==> src/sv/mlt_pkg.sv <==
`default_nettype none

package mlt_pkg;

    localparam int TABLE_ENTRIES = 64;
    localparam int PORT_COUNT    = 16;

    localparam int IDX_W  = $clog2(TABLE_ENTRIES);
    localparam int MAC_W  = 48;
    localparam int PORT_W = 4;
    localparam int AGE_W  = 8;
    localparam int AGED_W = 7;
    localparam int TMO_W  = 8;
    localparam int REQ_W  = 2;

    localparam logic [AGE_W-1:0] AGE_MAX       = '1;
    localparam logic [TMO_W-1:0] TIMEOUT_RESET = TMO_W'(30);

    // request codes as they arrive on req_type
    localparam logic [REQ_W-1:0] REQ_LOOKUP = REQ_W'(0);
    localparam logic [REQ_W-1:0] REQ_LEARN  = REQ_W'(1);
    localparam logic [REQ_W-1:0] REQ_TICK   = REQ_W'(2);

    typedef enum logic [1:0] {
        OP_NONE,
        OP_LOOKUP,
        OP_LEARN,
        OP_TICK
    } op_t;

    // transaction token that walks the cell chain, collecting results
    typedef struct packed {
        logic              vld;
        op_t               op;
        logic [MAC_W-1:0]  mac;
        logic [PORT_W-1:0] port;
        logic              hit;
        logic [PORT_W-1:0] port_out;
        logic              free_found;
        logic [IDX_W-1:0]  free_idx;
        logic [AGED_W-1:0] aged;
    } tok_t;

    // write of a new entry into the slot picked during the walk
    typedef struct packed {
        logic              en;
        logic [IDX_W-1:0]  idx;
        logic [MAC_W-1:0]  mac;
        logic [PORT_W-1:0] port;
    } wr_t;

endpackage

`default_nettype wire

==> src/sv/mlt_cell.sv <==
`default_nettype none

module mlt_cell (
    input  wire logic                          clk,
    input  wire logic                          rst_n,
    input  wire logic [mlt_pkg::IDX_W-1:0]     cell_idx,
    input  wire logic [mlt_pkg::TMO_W-1:0]     age_timeout,
    input  wire mlt_pkg::wr_t                  wr,
    input  wire mlt_pkg::tok_t                 tok_in,
    output mlt_pkg::tok_t                      tok_out
);

    logic                         valid_reg, valid_next;
    logic [mlt_pkg::MAC_W-1:0]    mac_reg, mac_next;
    logic [mlt_pkg::PORT_W-1:0]   port_reg, port_next;
    logic [mlt_pkg::AGE_W-1:0]    age_reg, age_next;
    mlt_pkg::tok_t                tok_reg, tok_next;

    logic                         match;
    logic [mlt_pkg::AGE_W-1:0]    age_inc;

    assign match   = valid_reg && (mac_reg == tok_in.mac);
    assign age_inc = (age_reg == mlt_pkg::AGE_MAX) ? age_reg
                                                    : age_reg + mlt_pkg::AGE_W'(1);

    always_comb
    begin
        valid_next = valid_reg;
        mac_next   = mac_reg;
        port_next  = port_reg;
        age_next   = age_reg;
        tok_next   = tok_in;

        if (tok_in.vld)
        begin
            case (tok_in.op)
                mlt_pkg::OP_LOOKUP:
                begin
                    if (match && !tok_in.hit)
                    begin
                        tok_next.hit      = 1'b1;
                        tok_next.port_out = port_reg;
                    end
                end
                mlt_pkg::OP_LEARN:
                begin
                    if (match && !tok_in.hit)
                    begin
                        tok_next.hit = 1'b1;
                        port_next    = tok_in.port;
                        age_next     = '0;
                    end
                    // remember the lowest free slot in case nothing matches
                    if (!valid_reg && !tok_in.free_found)
                    begin
                        tok_next.free_found = 1'b1;
                        tok_next.free_idx   = cell_idx;
                    end
                end
                mlt_pkg::OP_TICK:
                begin
                    if (valid_reg)
                    begin
                        age_next = age_inc;
                        if (age_inc > age_timeout)
                        begin
                            valid_next    = 1'b0;
                            tok_next.aged = tok_in.aged + mlt_pkg::AGED_W'(1);
                        end
                    end
                end
                default:
                begin
                end
            endcase
        end

        // new entry placed after the walk has finished
        if (wr.en && (wr.idx == cell_idx))
        begin
            valid_next = 1'b1;
            mac_next   = wr.mac;
            port_next  = wr.port;
            age_next   = '0;
        end
    end

    always_ff @(posedge clk or negedge rst_n)
    begin
        if (!rst_n)
        begin
            valid_reg <= 1'b0;
            tok_reg   <= '0;
        end
        else
        begin
            valid_reg <= valid_next;
            tok_reg   <= tok_next;
        end
    end

    always_ff @(posedge clk)
    begin
        mac_reg  <= mac_next;
        port_reg <= port_next;
        age_reg  <= age_next;
    end

    assign tok_out = tok_reg;

endmodule

`default_nettype wire

==> config.mk <==
export PLATFORM = sky130hd
export DESIGN_NAME = mlt_cell
export DESIGN_NICKNAME = d
export VERILOG_FILES = /design/src/sv/mlt_pkg.sv /design/src/sv/mlt_cell.sv
export SDC_FILE = /design/constraint.sdc
export NUM_CORES = 1
export LEC_CHECK = 0
export BUFFER_PORTS_ARGS = -buffer_cell sky130_fd_sc_hd__buf_2
export CAP_MARGIN = 20
export CORE_MARGIN = 2
export CORE_UTILIZATION = 43
export CTS_CLUSTER_SIZE = 10
export DETAILED_ROUTE_END_ITERATION = 16
export PLACE_DENSITY = 0.76
export SLEW_MARGIN = 20
export SYNTH_ARGS = -nofsm -noshare
export SYNTH_HDL_FRONTEND = slang
export SYNTH_SLANG_ARGS = --single-unit
==> constraint.sdc <==
create_clock -name clk -period 3.49 [get_ports clk]
set_input_delay 0.5235 -clock clk [delete_from_list [all_inputs] [get_ports clk]]
set_output_delay 0.5235 -clock clk [all_outputs]
set_load 0.01 [all_outputs]
* Yosys cells after proc, flatten, opt, wreduce, memory -nomap -nowiden
Index checks and enable logic that the tools add are counted.
Cells by class: magnitude comparators 1, multiplexer cells 23, $add $sub $neg 2, eq/ne operators 8, reductions and logical operators 15
Operators by type and width (number):
- $eq 48x48->1 | 1
- $mux 7 | 5
- $mux 8 | 3
- $mux 4 | 5
- $mux 19 | 1
- $pmux 8 s2 | 1
- $reduce_bool 2->1 | 5
- $add 8x1->8 const B | 1
- $eq 8x8->1 const B | 1
- $gt 8x8->1 | 1
- $add 7x1->7 const B | 1
- $eq 6x6->1 | 1
- $mux 1 | 6
- $mux 5 | 1
- $eq 2x2->1 const B | 2
- $logic_and 1x1->1 | 4
- $ne 2x2->1 const B | 2
- $reduce_and 4->1 | 1
- $logic_not 1->1 | 3
- $reduce_and 3->1 | 1
- $eq 2x1->1 const B | 1
- $pmux 1 s2 | 1
- $reduce_and 2->1 | 1
Word-level totals: logic and storage cells 62, output and inout port bits 74, flip-flop bits (word level) 135, input bits 149

* Depth between registers and ports, before layout
Gate-level depths: netlist of the first run.
depth after elaboration 8, mapped depth 13, depth with buffers taken out 12

* Worst setup path after synthesis of the first run
No wires, ideal clock.
path kind flip-flop to flip-flop, from register age_reg[0] (netlist name), to register tok_reg (netlist bit tok_out[1]), setup slack 0.153 ns, clock period less this slack 3.337 ns, setup time 0.125 ns, stages on the path, launching flop included 13, path buffers 1, arrival 3.212 ns, data required time 3.365 ns, cells stage by stage dfxtp_1 ha_1 and3_1 and3_1 clkbuf_1 mux2_2 ha_1 nor2b_1 o21a_1 o21a_1 o21bai_1 a211oi_1 mux2_2
RTL lines:
- from (decl) | line mlt_cell.sv:16 | logic [mlt_pkg::AGE_W-1:0] age_reg, age_next;
- from (signal assigned) | line mlt_cell.sv:106 | age_reg <= age_next;
- to (signal assigned) | line mlt_cell.sv:98 | tok_reg <= tok_next;
- to (decl) | line mlt_cell.sv:17 | mlt_pkg::tok_t tok_reg, tok_next;

==> impl_metrics.csv, run 1 <==
group,metric,value,unit
grt,grt_usage,0.188,
grt,antenna_found_initial,2,
critical_path,path_cells,"ha_1, and3_1, and3_2, mux2_2, ha_1, nor2b_1, o21a_1, o21a_1, o21bai_1, a211oi_2, buf_4, mux2_2",
critical_path,critPathMaxStageDelay,460,ps
final_layout,num-nets-final,749,
clock_tree,clk_path_buf_depth,2,
grt,grt_pass1_vias,3879,
timing,rsz0062_at_grt,"false",
critical_path,worst_ep_required_time,3780,ps
timing,setup_viol,0,
timing,max_freq,310,MHz
floorplan,row_count,40,
worst_hold_path,hold_class,"in2reg",
route,drc,0,
yosys,synth_edf_count,52,
final_layout,stdcell_area,7080,sq um
clock_tree,cts_hold_buffers,0,
clock_tree,clk_latency,420,ps
timing,worstMarginPinSlew,956,ps
final_layout,drive_gt1_frac,0.463,
yosys,yosys_warnings,0,
timing,fin_tns_setup,0,ps
placed_design,hpwl,8900,um
critical_path,path_depth,12,
floorplan,start_util,0.436,
timing,final_hold_viol_count,0,
timing,period_needed,3230,ps
yosys,synth_cell_types,34,
final_layout,n_antenna_cell,0,
timing,setup_ws,262,ps
critical_path,critPathCaptureType,"flop",
critical_path,cp-endpoint,"tok_out[1]",
route,via_per_inst,4.84,
critical_path,crit_path_start_kind,"flop",
yosys,ys_async_sr_fraction,0.556,
critical_path,crit_buf_inv,1,
final_layout,syn_to_final_growth,36.5,%
critical_path,arrival,3520,ps
yosys,synth-seq-cells,135,
floorplan,ioPinCount,223,
critical_path,r2r_slack,260,ps
yosys,synthCells,348,
yosys,netlist_area,5190,sq um
grt,grt_overflow,0,
placed_design,placedCellCount,715,
route,vias,3617,
final_layout,mostFrequentLayoutCells,"buf_2 (221), dfrtp_1 (75), xnor2_1 (55)",
floorplan,core_area,11900,sq um
power_and_ir_drop,ir_drop,0.490,mV
power_and_ir_drop,power.density,535,nW/um^2
placed_design,globalplace.congestion,0.830,
final_layout,layout.cells.non_filler,747,
timing,skew,17.8,ps
critical_path,ff2ff_path_depth,12,
placed_design,port_buffers,222,
floorplan,die_area,13000,sq um
grt,grt_max_degree,76,
final_layout,final_common_cell,"buf_2",
route,drt_iter0_drc,98,
placed_design,dp_slack,112,ps
power_and_ir_drop,p_leak,0.00318,uW
route,wirelength,11800,um
clock_tree,cts_setup_buffers,0,
route,detail_route.wl_per_cell,15.8,um
flow_run,drv_cap,0,
critical_path,crit_path_start,"age_reg[0]",
clock_tree,cts_made_buffers,17,
floorplan,dieHeight,114,um
critical_path,critPathMaxFanout,8,
clock_tree,cts_resized,0,
clock_tree,cts_tree,"yes",
timing,slew_headroom,0.363,
critical_path,critical_path_class,"reg2reg",
route,ant_nets,0,
clock_tree,clock-sinks,135,
timing,slew_viol_final,0,
run_status,status,"finished clean",
yosys,yosysSeqAreaShare,0.694,
route,drtPass1Iterations,4,
yosys,ys.flop_type,"dfrtp_1",
critical_path,rr_startpoint,"age_reg[0]",
clock_tree,path_clk_slew,60,ps
critical_path,slowest_stage,"dfxtp_1",
clock_tree,htree_levels,4,
final_layout,largest_reg_flops,74,
critical_path,worstReg2RegEnd,"tok_out[1]",
critical_path,crit_family,"multiplexers",
timing,finalCritPeriodShare,0.925,
yosys,syn-num-nets,510,
floorplan,dieWidth,114,um
placed_design,placed_area,6500,sq um
yosys,avgSynthCellArea,14.9,sq um
grt,grt_pass1_wl,18300,um
clock_tree,cts-root-buf,"clkbuf_16",
[report_power, final]
group / internal (uW) / total [uW] / switching (uW)
clock network: 1060 / 1730 / 671
logic: 165 / 334 / 169
registers: 1710 / 1730 / 24.1
total: 2930 / 3790 / 864
[area by class of cell]
type                       instances  area (sq um)
clock buffer                      18           429
clock inverter                    14           150
fill                             932          4830
inverter                          12          45.0
multi-input combinational        197          1540
sequential                       135          3600
tap                              147           184
timing repair buffer             224          1140
[metrics by stage]
| step | total power [uW] | hold WS (ps) | utilization |
|---|---|---|---|
| global route | 3940 | 223 | 0.595 |
| global placement | 2090 | 458 | 0.546 |
| finish | 3790 | 234 | 0.595 |
| CTS | 3840 | 221 | 0.594 |
| detailed placement | 2100 | 474 | 0.546 |
| floorplan | 1900 | 228 | - |
[cell families (layout without fill, tap and decap cells)]
logic type	count (synthesis)	after routing	synth area share
compound gates	18	18	0.0263
xor+xnor	63	63	0.106
fa+ha+maj	13	13	0.0313
buf+inv	16	268	0.0116
flops	135	135	0.694
mux	26	26	0.0543
simple gates	77	77	0.0767
[synthesized netlist by cell type (all sizes together) (4+ instances only)]
master / n / area (sq um)
nand2: 22 / 82.6
dfxtp: 8 / 160
mux2: 17 / 191
nand4: 19 / 119
nor3: 4 / 20.0
xnor2: 55 / 482
and3: 6 / 37.5
edfxtp: 52 / 1560
mux2i: 9 / 90.1
nor2: 11 / 41.3
clkbuf: 4 / 15.0
inv: 12 / 45.0
xor2: 8 / 70.1
nand3: 5 / 25.0
ha: 13 / 163
dfrtp: 75 / 1880
[metal layers]
layer | global-route usage | up-vias | routed length (um)
met4 | 0.0748 | 2 | 229
met3 | 0.0840 | 21 | 1160
met5 | 0 | - | 16
met1 | 0.183 | 1721 | 4300
li1 | - | 1702 | -
met2 | 0.345 | 171 | 6120
[worst min-delay path by stage]
| stage | start | to | slack, ps | cells after the start |
|---|---|---|---|---|
| 3_5_place_dp | port_reg[3] | tok_out[17] | 470 | 1 |
| 4_1_cts | tok_in[21] | tok_out[21] | 220 | 1 |
| 5_1_grt | tok_in[21] | tok_out[21] | 220 | 1 |
| 6_report | tok_in[46] | tok_out[46] | 230 | 1 |
| 2_1_floorplan | rst_n | tok_out[0] | 230 | 0 |
| 3_3_place_gp | port_reg[1] | tok_out[15] | 460 | 1 |
Power figures use the tool's default switching activity.
==> run 2: changes to the inputs <==
--- a/config.mk
+++ b/config.mk
@@ -7,11 +7,14 @@
 export LEC_CHECK = 0
 export BUFFER_PORTS_ARGS = -buffer_cell sky130_fd_sc_hd__buf_2
 export CAP_MARGIN = 20
+export CELL_PAD_IN_SITES_DETAIL_PLACEMENT = 0
+export CELL_PAD_IN_SITES_GLOBAL_PLACEMENT = 1
 export CORE_MARGIN = 2
-export CORE_UTILIZATION = 43
+export CORE_UTILIZATION = 33
 export CTS_CLUSTER_SIZE = 10
 export DETAILED_ROUTE_END_ITERATION = 16
-export PLACE_DENSITY = 0.76
+export GPL_TIMING_DRIVEN = 0
+export PLACE_DENSITY_LB_ADDON = 0.1
 export SLEW_MARGIN = 20
 export SYNTH_ARGS = -nofsm -noshare
 export SYNTH_HDL_FRONTEND = slang
==> run 2 against run 1 <==
- first-iteration DRC count increased by 14%
- critical path depth down 1
- die area grew 29%
- sequential power barely moved
- cell count grew 9.2%
- via count shrank 3.2%
- combinational power about the same
- fmax fell by 1.6%
- clock skew shrank 12 ps
- power shrank 0.47%
- utilization fell by 12 points
- critical endpoint unchanged
- largest power group unchanged
==> impl_metrics.csv, run 2 (synthesis results as in run 1) <==
group,metric,value,unit
floorplan,core_area,15300,sq um
critical_path,worst_ep_required_time,3780,ps
critical_path,arrival,3570,ps
flow_run,drv_cap,0,
floorplan,row_count,45,
route,via_per_inst,4.29,
final_layout,final_common_cell,"buf_2",
placed_design,hpwl,9160,um
floorplan,start_util,0.340,
critical_path,critical_path_class,"reg2reg",
run_status,status,"finished clean",
critical_path,critPathCaptureType,"flop",
grt,grt_usage,0.147,
timing,skew,6.30,ps
route,detail_route.wl_per_cell,14.7,um
floorplan,dieWidth,129,um
grt,grt_util_met2,0.236,
worst_hold_path,hold_class,"in2async",
power_and_ir_drop,p_leak,0.00317,uW
timing,slew_viol_final,0,
final_layout,largest_reg_flops,74,
clock_tree,path_clk_slew,60,ps
grt,grt_use_met3,0.0714,
grt,grt_pass1_vias,3589,
clock_tree,clk_latency,410,ps
floorplan,die_area,16700,sq um
grt,grt_pass1_wl,18100,um
grt,grtUsageMet1,0.170,
timing,period_needed,3280,ps
placed_design,port_buffers,222,
clock_tree,cts-root-buf,"clkbuf_16",
floorplan,dieHeight,129,um
route,drtPass1Iterations,4,
timing,max_freq,305,MHz
timing,final_hold_viol_count,0,
timing,finalCritPeriodShare,0.940,
critical_path,rr_startpoint,"age_reg[0]",
final_layout,mostFrequentLayoutCells,"buf_2 (221), dfrtp_1 (75), xnor2_1 (55)",
timing,whs,69.5,ps
critical_path,worstReg2RegEnd,"tok_out[1]",
route,drt_iter0_drc,112,
critical_path,r2r_slack,210,ps
timing,setup_ws,210,ps
timing,setup_viol,0,
power_and_ir_drop,ir_drop,0.328,mV
clock_tree,cts_tree,"yes",
clock_tree,clk_path_buf_depth,2,
placed_design,placedCellCount,783,
final_layout,drive_gt1_frac,0.453,
floorplan,ioPinCount,223,
grt,top_usage_layer,"met2",
timing,slew_headroom,0.334,
clock_tree,cts_made_buffers,17,
grt,antenna_found_initial,2,
route,ant_nets,0,
route,drc,0,
critical_path,ff2ff_path_depth,11,
route,vias,3501,
clock_tree,cts_hold_buffers,0,
grt,grt_max_degree,42,
final_layout,num-nets-final,752,
clock_tree,htree_levels,4,
placed_design,globalplace.congestion,0.763,
critical_path,critPathMaxFanout,8,
timing,worstMarginPinSlew,991,ps
grt,grt_overflow,0,
final_layout,syn_to_final_growth,38.5,%
timing,rsz0062_at_grt,"false",
power_and_ir_drop,power.density,525,nW/um^2
clock_tree,clock-sinks,135,
placed_design,dp_slack,-506,ps
final_layout,layout.cells.non_filler,816,
critical_path,crit_path_start_kind,"flop",
route,wirelength,12000,um
==> run 2: changes by cell type in the layout (fill, tap and decap cells not counted), moves of 2 or more <==
| cell | before | now |
|---|---|---|
| clkinv_2 | 3 | 1 |
| inv_6 | 3 | 0 |
| diode_2 | 0 | 2 |
| clkbuf_1 | 1 | 9 |
==> run 2: worst max path at each step <==
stage,start,endpoint,slack [ps]
after floorplan,age_reg[0],tok_out[1],150
after global placement,age_reg[0],tok_out[1],-440
after detailed placement,age_reg[0],tok_out[6],-510
after CTS,age_reg[0],tok_out[1],30
after global routing,age_reg[0],tok_out[1],70
final,age_reg[0],tok_out[1],210
==> run 2: cell type report <==
cell class | count | area [sq um]
Fill cell | 1398 | 8070
Sequential cell | 135 | 3600
Multi-Input combinational cell | 197 | 1540
Timing Repair Buffer | 224 | 1150
Clock buffer | 24 | 462
Tap cell | 211 | 264
Clock inverter | 8 | 101
Inverter | 12 | 45.0
Buffer | 3 | 11.3
Antenna cell | 2 | 5.00
==> run 2: metrics by stage <==
| stage | util | setup TNS (ps) | instance area, sq um | total power, uW |
|---|---|---|---|---|
| 2_1_floorplan | - | 0 | 5190 | 1900 |
| 3_3_place_gp | 0.430 | -17530 | 6560 | 2090 |
| 3_5_place_dp | 0.433 | -3110 | 6610 | 2100 |
| 4_1_cts | 0.470 | 0 | 7180 | 3840 |
| 5_1_grt | 0.471 | 0 | 7180 | 3950 |
| 6_report | 0.471 | 0 | 7190 | 3780 |
==> run 2: repair_timing <==
action / 4_1_cts / 5_1_grt
pin swaps: 1 / 1
resized for setup: 2 / 2
setup buffers: 0 / 0
setup endpoints to repair: 7 / 6
==> run 2: per-layer routing <==
metal	share of wire	up-vias	wire, um
met5	0	-	0
met4	0.012	0	148
met3	0.10	12	1210
met2	0.48	144	5750
met1	0.41	1640	4860
li1	-	1705	-
==> run 2: critical path, cell delays in order (launching register included) <==
cell and delay [ps]:
dfxtp_2 410, ha_1 230, and3_1 220, and3_2 300, mux2_2 370, ha_1 300
nor2b_1 140, o21a_1 120, o21a_1 110, o21bai_1 140, a211oi_4 440, mux2_2 380
==> run 2: report_power, final <==
| group | switching, uW | total, uW | internal, uW |
|---|---|---|---|
| sequential | 24.6 | 1730 | 1710 |
| clock | 640 | 1710 | 1070 |
| combinational | 165 | 333 | 168 |
| total | 830 | 3780 | 2950 |
==> run 3: changes to the inputs <==
--- a/config.mk
+++ b/config.mk
@@ -13,7 +13,7 @@
 export CORE_UTILIZATION = 33
 export CTS_CLUSTER_SIZE = 10
 export DETAILED_ROUTE_END_ITERATION = 16
-export GPL_TIMING_DRIVEN = 0
+export GPL_TIMING_DRIVEN = 1
 export PLACE_DENSITY_LB_ADDON = 0.1
 export SLEW_MARGIN = 20
 export SYNTH_ARGS = -nofsm -noshare
==> run 3 against run 2 <==
- power is 3.6% higher
- hold slack better by 32 ps
- count of clock-buffer cells in the layout stayed put
- non-clock buffer count is 1 lower
- register-to-register slack better by 90 ps
- die area stayed put
- via count hardly changed
- clock power is 8% higher
- critical endpoint unchanged
- largest cell class unchanged
- highest routed layer is now met5
==> impl_metrics.csv, run 3 (synthesis results as in run 1) <==
group,metric,value,unit
run_status,status,"finished clean",
placed_design,hpwl,9160,um
route,wirelength,12200,um
clock_tree,path_clk_slew,60,ps
grt,grt_usage,0.151,
timing,setup_viol,0,
power_and_ir_drop,pwr-share-comb,0.084,
critical_path,crit_path_start_kind,"flop",
clock_tree,cts_tree,"yes",
timing,skew,12.4,ps
final_layout,num-nets-final,751,
timing,period_needed,3190,ps
clock_tree,clock-sinks,135,
timing,max_freq,313,MHz
final_layout,largest_reg_flops,74,
clock_tree,cts_resized,0,
clock_tree,cts_hold_buffers,0,
route,met3WireLength,1320,um
floorplan,core_area,15300,sq um
power_and_ir_drop,power.share.clock,0.472,
grt,grt_pass1_vias,3668,
timing,worstMarginPinSlew,737,ps
clock_tree,clk_path_buf_depth,2,
critical_path,critical_path_class,"reg2reg",
floorplan,row_count,45,
clock_tree,cts_made_buffers,17,
power_and_ir_drop,power.density,541,nW/um^2
power_and_ir_drop,seq_power_share,0.443,
critical_path,arrival,3480,ps
power_and_ir_drop,p_int,3050,uW
route,drc,0,
timing,slew_headroom,0.509,
floorplan,die_area,16700,sq um
route,dr_wl_met2,5820,um
grt,grt_max_degree,76,
placed_design,port_buffers,222,
grt,grt_pass1_wl,18700,um
route,topRoutingLayerUsed,"met5",
power_and_ir_drop,p_sw_frac,0.219,
floorplan,start_util,0.340,
clock_tree,clk_latency,420,ps
clock_tree,cts-root-buf,"clkbuf_16",
route,detail_route.wl_per_cell,14.9,um
power_and_ir_drop,p_leak,0.00321,uW
critical_path,critPathMaxFanout,8,
clock_tree,cts_setup_buffers,0,
clock_tree,htree_levels,4,
power_and_ir_drop,p_sw,858,uW
grt,grt_overflow,0,
route,via_per_inst,4.29,
floorplan,dieWidth,129,um
floorplan,ioPinCount,223,
route,vias,3499,
route,ant_nets,0,
critical_path,critPathCaptureType,"flop",
timing,final_hold_viol_count,0,
final_layout,mostFrequentLayoutCells,"buf_2 (221), dfrtp_1 (75), xnor2_1 (55)",
critical_path,worst_ep_required_time,3780,ps
final_layout,drive_gt1_frac,0.463,
route,drtPass1Iterations,5,
power_and_ir_drop,ir_drop,0.287,mV
grt,antenna_found_initial,3,
final_layout,fill_cells,1403,
worst_hold_path,hold_class,"in2async",
timing,finalCritPeriodShare,0.915,
final_layout,syn_to_final_growth,39.3,%
timing,slew_viol_final,0,
flow_run,drv_cap,0,
timing,fin_tns_setup,0,ps
floorplan,dieHeight,129,um
final_layout,final_common_cell,"buf_2",
placed_design,globalplace.congestion,0.736,
route,m1WireLength,4850,um
timing,rsz0062_at_grt,"false",
route,drt_iter0_drc,99,
timing,whs,102,ps
[run 3: critical path, cell delays in order, from the launching register on]
cell      delay (ps)
dfxtp_2          400
ha_1             220
and3_1           200
and3_2           290
mux2_2           370
ha_1             290
nor2b_1          130
o21a_1           120
o21a_1           110
o21bai_1          80
a211oi_1         330
buf_4            220
mux2_2           330
[run 3: power groups by stage]
stage	clock (uW)	sequential (uW)	combinational [uW]
after floorplan	0	1790	118
after global placement	0	1760	334
after detailed placement	0	1760	336
after CTS	1910	1730	338
after global routing	1980	1740	371
final	1850	1730	329
[run 3: cell type report]
class	instances	area (sq um)	share of cell area
Sequential cell	135	3600	0.498
Multi-Input combinational cell	197	1530	0.212
Timing Repair Buffer	226	1160	0.160
Clock buffer	24	513	0.0710
Tap cell	211	264	0.0365
Clock inverter	8	110	0.0152
Inverter	12	45.0	0.00623
Antenna cell	2	5.00	0.000692
[run 3: final timing paths]
kind	startpoint	endpoint	slack, ps	cells after the start
worst min register to register	port_reg[1]	tok_out[15]	480	1
worst max register to register	age_reg[0]	tok_out[1]	300	12
worst min-delay path	rst_n	tok_out[19]	100	1
min in group clk	tok_in[19]	tok_out[19]	230	1
worst max-delay path	age_reg[0]	tok_out[1]	300	12
max in group asynchronous	rst_n	tok_out[30]	2830	1
[run 3: per-layer routing]
| metal | vias up | global-route usage |
|---|---|---|
| met4 | 2 | 0.0588 |
| met5 | - | 0 |
| met2 | 158 | 0.242 |
| met3 | 15 | 0.0764 |
| li1 | 1701 | - |
| met1 | 1623 | 0.173 |
[run 3: stage by stage]
stage	setup slack, ps	cell area, sq um	std cells	power, uW	utilization
5_1_grt	51.3	7220	813	4090	0.473
3_3_place_gp	131	6590	781	2090	0.432
4_1_cts	65.4	7220	813	3980	0.473
3_5_place_dp	77.1	6590	781	2100	0.432
2_1_floorplan	153	5190	348	1900	-
6_report	297	7230	815	3910	0.474
